<file path="config.mk">
export PLATFORM = sky130hd
export DESIGN_NAME = glyph_mask_two_ring_outline_core_flat
export DESIGN_NICKNAME = d
export VERILOG_FILES = /design/src/design/gmto_pkg.sv /design/src/design/gmto_if.sv /design/src/design/glyph_mask_two_ring_outline_core.sv /design/src/design/gmto_lane.sv /design/src/design/gmto_window.sv /design/src/flat_wrapper.sv
export SDC_FILE = /design/constraint.sdc
export NUM_CORES = 1
export LEC_CHECK = 0
export ABC_AREA = 1
export BUFFER_PORTS_ARGS = -buffer_cell sky130_fd_sc_hd__clkbuf_2
export CAP_MARGIN = 20
export CORE_MARGIN = 3
export CORE_UTILIZATION = 53
export DETAILED_ROUTE_END_ITERATION = 10
export PLACE_DENSITY = 0.85
export SETUP_SLACK_MARGIN = 0.02
export SLEW_MARGIN = 20
export SYNTH_ARGS = -nofsm -noshare
export SYNTH_HDL_FRONTEND = slang
export SYNTH_HIERARCHICAL = 1
export SYNTH_SLANG_ARGS = --single-unit
</file>
<file path="constraint.sdc">
create_clock -name clk -period 12.9 [get_ports clk]
set_input_delay 2.58 -clock clk [delete_from_list [all_inputs] [get_ports clk]]
set_output_delay 2.58 -clock clk [all_outputs]
set_load 0.03 [all_outputs]
</file>
<file path="src/design/gmto_pkg.sv">
package gmto_pkg;

  localparam int SCREEN_WIDTH  = 64;
  localparam int SCREEN_HEIGHT = 64;
  localparam int PAD           = 2;

  localparam int MASK_W = 64;
  localparam int ROW_W  = 6;
  localparam int CNT_W  = $clog2(SCREEN_HEIGHT);
  localparam int WIN    = 2 * PAD + 1;
  localparam int PAD_W  = MASK_W + 2 * PAD;

  localparam logic [MASK_W-1:0] COL_MASK = {MASK_W{1'b1}} >> (MASK_W - SCREEN_WIDTH);

  typedef logic [MASK_W-1:0] mask_t;
  typedef logic [CNT_W-1:0]  cnt_t;

  // rows[0] is the top row of the window, rows[WIN-1] the bottom
  typedef struct packed {
    mask_t [WIN-1:0] rows;
    cnt_t            row;
    logic            last;
  } job_t;

  // one column's neighborhood, [row][column offset]
  typedef logic [WIN-1:0][WIN-1:0] lane_win_t;

  typedef struct packed {
    logic text;
    logic inner;
    logic outer;
  } lane_class_t;

endpackage

</file>
<file path="src/design/gmto_if.sv">
interface gmto_in_if;
  import gmto_pkg::*;

  logic  valid;
  logic  ready;
  mask_t mask_row;

  modport source (output valid, output mask_row, input ready);
  modport sink   (input valid, input mask_row, output ready);
endinterface

interface gmto_out_if;
  import gmto_pkg::*;

  logic             valid;
  logic             ready;
  logic [ROW_W-1:0] row_index;
  mask_t            text_bits;
  mask_t            inner_ring_bits;
  mask_t            outer_ring_bits;
  logic             frame_done;

  modport source (output valid, output row_index, output text_bits,
                  output inner_ring_bits, output outer_ring_bits,
                  output frame_done, input ready);
  modport sink   (input valid, input row_index, input text_bits,
                  input inner_ring_bits, input outer_ring_bits,
                  input frame_done, output ready);
endinterface

</file>
<file path="src/design/glyph_mask_two_ring_outline_core.sv">
// Streams a binary text mask one row per request, in raster order, and returns for each
// row three masks: glyph pixels, clear pixels at Chebyshev distance one from glyph, and
// clear pixels at distance exactly two. Pixels off the screen count as clear. A result
// for row r-2 is registered in the output register when row r is accepted, so rows
// 0 and 1 of a frame give no result and the bottom row gives three (rows H-3, H-2,
// H-1, the last with frame_done set). One row is accepted per cycle while the output
// register is free and no flush is running; after the bottom row of a frame the input
// is held off while the single output register sends the two flushed results. One
// lane per column classifies its 5x5 neighborhood.
module glyph_mask_two_ring_outline_core (
  input  logic       clk,
  input  logic       rst,
  gmto_in_if.sink    rows,
  gmto_out_if.source results
);
  import gmto_pkg::*;

  logic  job_valid;
  job_t  job;
  logic  out_free;

  mask_t [WIN-1:0] padded_unused_guard;
  logic  [WIN-1:0][PAD_W-1:0] padded;
  mask_t text_m;
  mask_t inner_m;
  mask_t outer_m;

  assign out_free = !results.valid || results.ready;

  gmto_window u_window (
    .clk       (clk),
    .rst       (rst),
    .rows      (rows),
    .out_free  (out_free),
    .job_valid (job_valid),
    .job       (job)
  );

  always_comb begin
    for (int k = 0; k < WIN; k++) begin
      padded_unused_guard[k] = job.rows[k] & COL_MASK;
      padded[k] = {{PAD{1'b0}}, padded_unused_guard[k], {PAD{1'b0}}};
    end
  end

  for (genvar c = 0; c < MASK_W; c++) begin : g_lane
    if (c < SCREEN_WIDTH) begin : g_on
      lane_win_t   win;
      lane_class_t cls;

      always_comb begin
        for (int k = 0; k < WIN; k++) begin
          win[k] = padded[k][c +: WIN];
        end
      end

      gmto_lane u_lane (
        .win (win),
        .cls (cls)
      );

      assign text_m[c]  = cls.text;
      assign inner_m[c] = cls.inner;
      assign outer_m[c] = cls.outer;
    end else begin : g_off
      assign text_m[c]  = 1'b0;
      assign inner_m[c] = 1'b0;
      assign outer_m[c] = 1'b0;
    end
  end

  always_ff @(posedge clk) begin
    if (rst) begin
      results.valid <= 1'b0;
    end else if (out_free) begin
      results.valid <= job_valid;
    end
  end

  always_ff @(posedge clk) begin
    if (out_free && job_valid) begin
      results.row_index       <= ROW_W'(job.row);
      results.text_bits       <= text_m;
      results.inner_ring_bits <= inner_m;
      results.outer_ring_bits <= outer_m;
      results.frame_done      <= job.last;
    end
  end

endmodule

</file>
<file path="src/design/gmto_lane.sv">
module gmto_lane (
  input  gmto_pkg::lane_win_t   win,
  output gmto_pkg::lane_class_t cls
);
  import gmto_pkg::*;

  logic near1;
  logic near2;

  always_comb begin
    near1 = 1'b0;
    near2 = 1'b0;
    for (int r = 0; r < WIN; r++) begin
      for (int c = 0; c < WIN; c++) begin
        near2 = near2 | win[r][c];
        if (r >= PAD - 1 && r <= PAD + 1 && c >= PAD - 1 && c <= PAD + 1) begin
          near1 = near1 | win[r][c];
        end
      end
    end
    cls.text  = win[PAD][PAD];
    cls.inner = near1 & ~win[PAD][PAD];
    cls.outer = near2 & ~near1;
  end

endmodule

</file>
<file path="src/design/gmto_window.sv">
module gmto_window (
  input  logic           clk,
  input  logic           rst,
  gmto_in_if.sink        rows,
  input  logic           out_free,
  output logic           job_valid,
  output gmto_pkg::job_t job
);
  import gmto_pkg::*;

  mask_t [WIN-2:0] window;
  cnt_t            cnt;
  logic [1:0]      flush_left;

  mask_t cur;
  logic  accept;
  logic  flushing;
  logic  frame_end;

  assign cur       = rows.mask_row & COL_MASK;
  assign flushing  = (flush_left != 2'd0);
  assign rows.ready = !flushing && out_free;
  assign accept    = rows.valid && rows.ready;
  assign frame_end = (cnt == CNT_W'(SCREEN_HEIGHT - 1));

  always_comb begin
    for (int k = 0; k < WIN - 1; k++) begin
      job.rows[k] = window[k];
    end
    job.rows[WIN-1] = flushing ? '0 : cur;
    job.last = (flush_left == 2'd1);
    priority if (flush_left == 2'd2) begin
      job.row = cnt - CNT_W'(1);
    end else if (flush_left == 2'd1) begin
      job.row = cnt;
    end else begin
      job.row = cnt - CNT_W'(2);
    end
    job_valid = flushing ? out_free : (accept && cnt >= CNT_W'(2));
  end

  always_ff @(posedge clk) begin
    if (rst) begin
      window     <= '0;
      cnt        <= '0;
      flush_left <= 2'd0;
    end else if (accept) begin
      for (int k = 0; k < WIN - 2; k++) begin
        window[k] <= window[k+1];
      end
      window[WIN-2] <= cur;
      if (frame_end) begin
        flush_left <= 2'd2;
      end else begin
        cnt <= cnt + CNT_W'(1);
      end
    end else if (flushing && out_free) begin
      if (flush_left == 2'd2) begin
        // rows below the screen shift in as clear
        for (int k = 0; k < WIN - 2; k++) begin
          window[k] <= window[k+1];
        end
        window[WIN-2] <= '0;
        flush_left    <= 2'd1;
      end else begin
        window     <= '0;
        cnt        <= '0;
        flush_left <= 2'd0;
      end
    end
  end

endmodule
</file>
<file path="src/flat_wrapper.sv">
// flat-port wrapper written by rule: the top's interface ports become plain ports
module glyph_mask_two_ring_outline_core_flat import gmto_pkg::*;
  (clk, rst, rows_valid, rows_mask_row, rows_ready, results_valid, results_row_index, results_text_bits, results_inner_ring_bits, results_outer_ring_bits, results_frame_done, results_ready);
  gmto_in_if rows_i ();
  gmto_out_if results_i ();
  input  logic clk;
  input  logic rst;
  input wire logic [$bits(rows_i.valid)-1:0] rows_valid;
  input wire logic [$bits(rows_i.mask_row)-1:0] rows_mask_row;
  output wire logic [$bits(rows_i.ready)-1:0] rows_ready;
  output wire logic [$bits(results_i.valid)-1:0] results_valid;
  output wire logic [$bits(results_i.row_index)-1:0] results_row_index;
  output wire logic [$bits(results_i.text_bits)-1:0] results_text_bits;
  output wire logic [$bits(results_i.inner_ring_bits)-1:0] results_inner_ring_bits;
  output wire logic [$bits(results_i.outer_ring_bits)-1:0] results_outer_ring_bits;
  output wire logic [$bits(results_i.frame_done)-1:0] results_frame_done;
  input wire logic [$bits(results_i.ready)-1:0] results_ready;
  assign rows_i.valid = rows_valid;
  assign rows_i.mask_row = rows_mask_row;
  assign rows_ready = rows_i.ready;
  assign results_valid = results_i.valid;
  assign results_row_index = results_i.row_index;
  assign results_text_bits = results_i.text_bits;
  assign results_inner_ring_bits = results_i.inner_ring_bits;
  assign results_outer_ring_bits = results_i.outer_ring_bits;
  assign results_frame_done = results_i.frame_done;
  assign results_i.ready = results_ready;
  glyph_mask_two_ring_outline_core u_core (.clk(clk), .rst(rst), .rows(rows_i), .results(results_i));
endmodule
</file>
# == Word-level counts from Yosys, hierarchy flattened ==
# Cells that the tools add are included.
# classes
n_addsub,3
multipliers,0
n_div,0
order_cmp,1
eq_ne,6
shift,0
mux,15
bitwise_logic,2262
reduce_logical,12
# op_table
cell,n
1-bit OR,2006
256-bit two-way mux,2
192-bit two-way mux,1
1-bit bitwise AND,128
1-bit NOT,128
64-bit two-way mux,1
6-bit two-way mux,6
"6-bit by 1-bit adder with 6-bit output, second input constant",1
"6-bit equality test, second input constant",1
"6-bit by 2-bit >= comparator with 1-bit output, second input constant",1
2-bit two-way mux,3
"6-bit by 1-bit subtractor with 6-bit output, second input constant",1
"6-bit by 2-bit subtractor with 6-bit output, second input constant",1
1-bit logical AND,5
"2-bit != test, second input constant",2
2-bit nonzero test,2
3-bit AND reduction,1
"2-bit by 1-bit equality test with 1-bit output, second input constant",1
"2-bit equality test, second input constant",1
1-bit logical NOT,2
1-bit two-way mux,2
"2-bit by 1-bit != test with 1-bit output, second input constant",1
2-bit AND reduction,1
1-bit logical OR,1
# totals
regBits,464
latchBits,0
mem_bits_rw,0
romBits,0
input_bits,68
output_inout_bits,201
elab_cells,2311
memories,0

# == Longest topological paths before layout ==
# depth
word_depth,25
ltp_mapped,11
depth_no_buf,9

# == Cells and area by module ==
# The synthesis kept the hierarchy.
# by_module_without_submodules
module,n_inst,cells_per_inst,area_per_inst_um2,seq_area_each_um2
gmto_window,1,1376,10482.6,5285.1
gmto_lane,64,27,111.4,0.0
glyph_mask_two_ring_outline_core,1,206,6027.0,5995.8

# == Least setup slack after synthesis ==
# Ideal clock, no wire load.
# synth_timing
path_kind,in2reg
start,in results_ready
end,"reg u_core.results.frame_done, enable pin"
setup_ns,0.826
arrival_ns,13.100
required_time_ns,12.074
setup_slack_ns,-1.026
path_stages,9
n_path_buf,2
cell_sequence,inv_2 -> nand2_2 -> inv_1 -> o21bai_4 -> buf_2 -> buf_2 -> a31oi_1 -> inv_1 -> a21oi_1
# synth_via
elab_chain_cells,6
# synth_lines
element,line,rtl
from (decl),flat_wrapper.sv:17,input wire logic [$bits(results_i.ready)-1:0] results_ready;
1-bit logical OR *,glyph_mask_two_ring_outline_core.sv:28,assign out_free = !results.valid || results.ready;
via u_core.out_free,glyph_mask_two_ring_outline_core.sv:20,logic out_free;
1-bit logical AND,gmto_window.sv:22,assign rows.ready = !flushing && out_free;
1-bit logical AND,gmto_window.sv:23,assign accept = rows.valid && rows.ready;
1-bit logical AND,gmto_window.sv:39,job_valid = flushing ? out_free : (accept && cnt >= CNT_W'(2));
1-bit two-way mux *,gmto_window.sv:39,
via u_core.job_valid,glyph_mask_two_ring_outline_core.sv:18,logic job_valid;
1-bit logical AND *,glyph_mask_two_ring_outline_core.sv:81,if (out_free && job_valid) begin
to (signal assigned),glyph_mask_two_ring_outline_core.sv:86,results.frame_done <= job.last;
to (decl),gmto_if.sv:25,"output frame_done, input ready);"
# Mark *: on every way through the listed nets, which the timed path passes. The rest lies on a longest branch.
# A chain may end at the register's enable or synchronous reset.

# == Worst setup path in the final report ==
# layout_timing
start,in results_ready
end,out rows_ready
# layout_via
elab_chain_cells,2
# layout_lines
element,line,rtl
1-bit logical OR,glyph_mask_two_ring_outline_core.sv:28,
via u_core.out_free,glyph_mask_two_ring_outline_core.sv:20,
1-bit logical AND,gmto_window.sv:22,
to (decl),flat_wrapper.sv:10,output wire logic [$bits(rows_i.ready)-1:0] rows_ready;
# The timed path passes the listed nets, and every way through them passes these cells.

==> impl_metrics.tcl <==
set metrics [dict create \
    status "finished, final reports clean" \
    track_usage 0.255 \
    routed_wl_mm 61.7 \
    io_pins 269 \
    die_y_um 217 \
    synth.area.mux_share 0 \
    max_freq_ghz 0.174 \
    relSlewSlack 0.260 \
    synth_cell_types 32 \
    synthXorXnorAreaFrac 0.00148 \
    htreeDepth 2 \
    ys.flop_type "dfxtp_1" \
    first_global_vias 19909 \
    synth_top_area_share 0.253 \
    crit_path_frequent_cell "clkbuf_2" \
    arrival_ns 3.17 \
    finClkSkew_ns 0.0133 \
    grt_max_degree 112 \
    start_util 0.543 \
    syn2layout_area_growth_pct 12.7 \
    worst_pin_slew_ns 1.11 \
    setup.worst_path.class "input port to output pin" \
    dr.pass1.iters 6 \
    yosysMostFrequentCell "nor2_1" \
    antenna_found_initial 2 \
    final_cell_area_um2 26600 \
    cts_hold_buf 0 \
    viasPerCell 5.25 \
    ys.warnings.count 6 \
    finalMaxSlewViolations 0 \
    finalSetupViolCount 0 \
    min_path_type "flop to flop" \
    cts-buffers-inserted 50 \
    synthSimpleGateAreaFrac 0.335 \
    cts-resized-gates 0 \
    power_uw 4060 \
    grt_pass1_wl_mm 101 \
    drv_cap 0 \
    cpPeakStageDelay_ns 0.19 \
    synthTopCellsByArea "edfxtp_1, dfxtp_1, nor2_1" \
    syn_inst 3310 \
    gp_congestion 0.883 \
    worstPathRequired_ns 10.32 \
    root_buffer "clkbuf_16" \
    clk_latency_ns 0.58 \
    placed_area_um2 24800 \
    cp-start-kind "input port" \
    synthAdderAreaFrac 0.00318 \
    clkSinkCount 464 \
    path_clk_slew_ns 0.06 \
    cp_cell_sequence "clkbuf_2, inv_2, nand2_2, nand2_1, inv_1, clkbuf_2" \
    vias 21641 \
    synthArstFlopShare 0 \
    io_buffers 268 \
    n_fill_cell 3789 \
    fp.dieW_um 217 \
    die_area_um2 47200 \
    r2r_slack_ns 8.79 \
    cts_tree "done" \
    slowest_stage "clkbuf_2" \
    ant_nets 0 \
    max-vdd-ir-drop_mv 0.103 \
    synth_edf_count 199 \
    nets 3568 \
    drc 0 \
    syn_avg_cell_area_um2 7.14 \
    p_leak_uw 0.0117 \
    synthTopCellsByCount "nor2_1, nand2_1, dfxtp_1" \
    hold-path-cell-count 2 \
    period_needed_ns 5.75 \
    placementRows 76 \
    drtIter0Drc 2588 \
    synth_top_family_by_area "simple AND/OR/NAND/NOR gates" \
    hold_violations 0 \
    synth_compound_area_frac 0.0994 \
    post_cts_buffers 0 \
    holdWs_ns 0.508 \
    netlist_area_um2 23600 \
    fp.coreArea_um2 43600 \
    synth_area_leader_cell "edfxtp_1" \
    seq_area_frac_synth 0.477 \
    reg2reg_depth 9 \
    finalSetupTns_ns 0 \
    ys_ff_latch 464 \
    cp_max_fo 6 \
    p_per_area_nw_per_um2 153 \
    wl_per_cell_um 15.0 \
    clockBufferDepth 3 \
    dp_hpwl_mm 39.1 \
    grt-ovfl-total 0 \
    endpoint_kind "output pin" \
    post-route-period-util 0.446 \
    grt_setup_unrepaired "false" \
    layout-drive-gt1-share 0.144 \
]
==> cells in the final DEF (no fill, tap or decap), types with 3 or more instances in the layout <==
cell type	n
clkinv_2	3
nand2_1	601
o21ai_0	167
clkbuf_1	9
nor2_2	129
edfxtp_1	199
o21ai_1	30
bufinv_16	12
nand3_1	74
xor2_1	4
clkinvlp_4	4
nand2_2	3
dfxtp_1	265
conb_1	30
clkbuf_8	3
clkbuf_16	53
clkinv_4	4
nor2_1	1166
clkbuf_2	267
ha_1	6
inv_2	5
buf_4	12
inv_1	204
clkinv_1	5
a21oi_1	263
==> final timing paths <==
path,start,to
worst max-delay path,results_ready,rows_ready
worst min-delay path,u_core/u_window/flush_left[1],u_core/u_window/flush_left[1]
worst max register to register,u_core/u_window/flush_left[0],u_core/results.outer_ring_bits[29]
worst min register to register,u_core/u_window/flush_left[1],u_core/u_window/flush_left[1]
==> final cells by class <==
class / instances / area, µm² / share of cell area
Clock buffer: 65 / 1400 / 0.0526
Multi-Input combinational cell: 2488 / 10500 / 0.395
Inverter: 210 / 791 / 0.0297
Antenna cell: 1 / 2.50 / 0.0000940
Timing Repair Buffer: 280 / 1430 / 0.0538
Sequential cell: 464 / 11300 / 0.424
Tap cell: 585 / 732 / 0.0275
Clock inverter: 29 / 468 / 0.0176
==> per-layer routing <==
layer | track usage | wire length, µm
met1 | 0.345 | 26200
met2 | 0.423 | 29600
met3 | 0.0426 | 4390
met4 | 0.0776 | 1520
met5 | 0 | 13
==> kinds of logic after synthesis <==
logic type / after synthesis
flops: 464
compound gates: 465
simple gates: 1983
xor+xnor: 4
fa+ha+maj: 6
other cells: 1
buf+inv: 387
==> worst max-delay path: cells and delay by family <==
family / cells / cell delay, ns
buffers and inverters: 4 / 0.39
and+or+nand+nor: 2 / 0.21
==> state kept, by name, summed over array words and instances (netlist names) <==
register                        flops
u_core/results.outer_ring_bits     64
u_core/u_window/job               256
u_core/results.row_index            6
u_core/results.valid                1
u_core/results.inner_ring_bits     64
u_core/results.text_bits           64
u_core/u_window/cnt                 6
u_core/u_window/flush_left          2
u_core/results.frame_done           1
==> per-stage QoR <==
step	worst slack, ns	cells	utilization
global placement	6.86	4027	0.568
detailed placement	6.79	4027	0.568
finish	7.15	4122	0.611
floorplan	3.50	3339	-
global route	7.09	4122	0.611
CTS	7.14	4121	0.611
==> report_power, final <==
part           switching, µW  internal [µW]
clock network            594           1010
registers                141           1670
logic                    442            212
(Power assumes the default switching activity.)
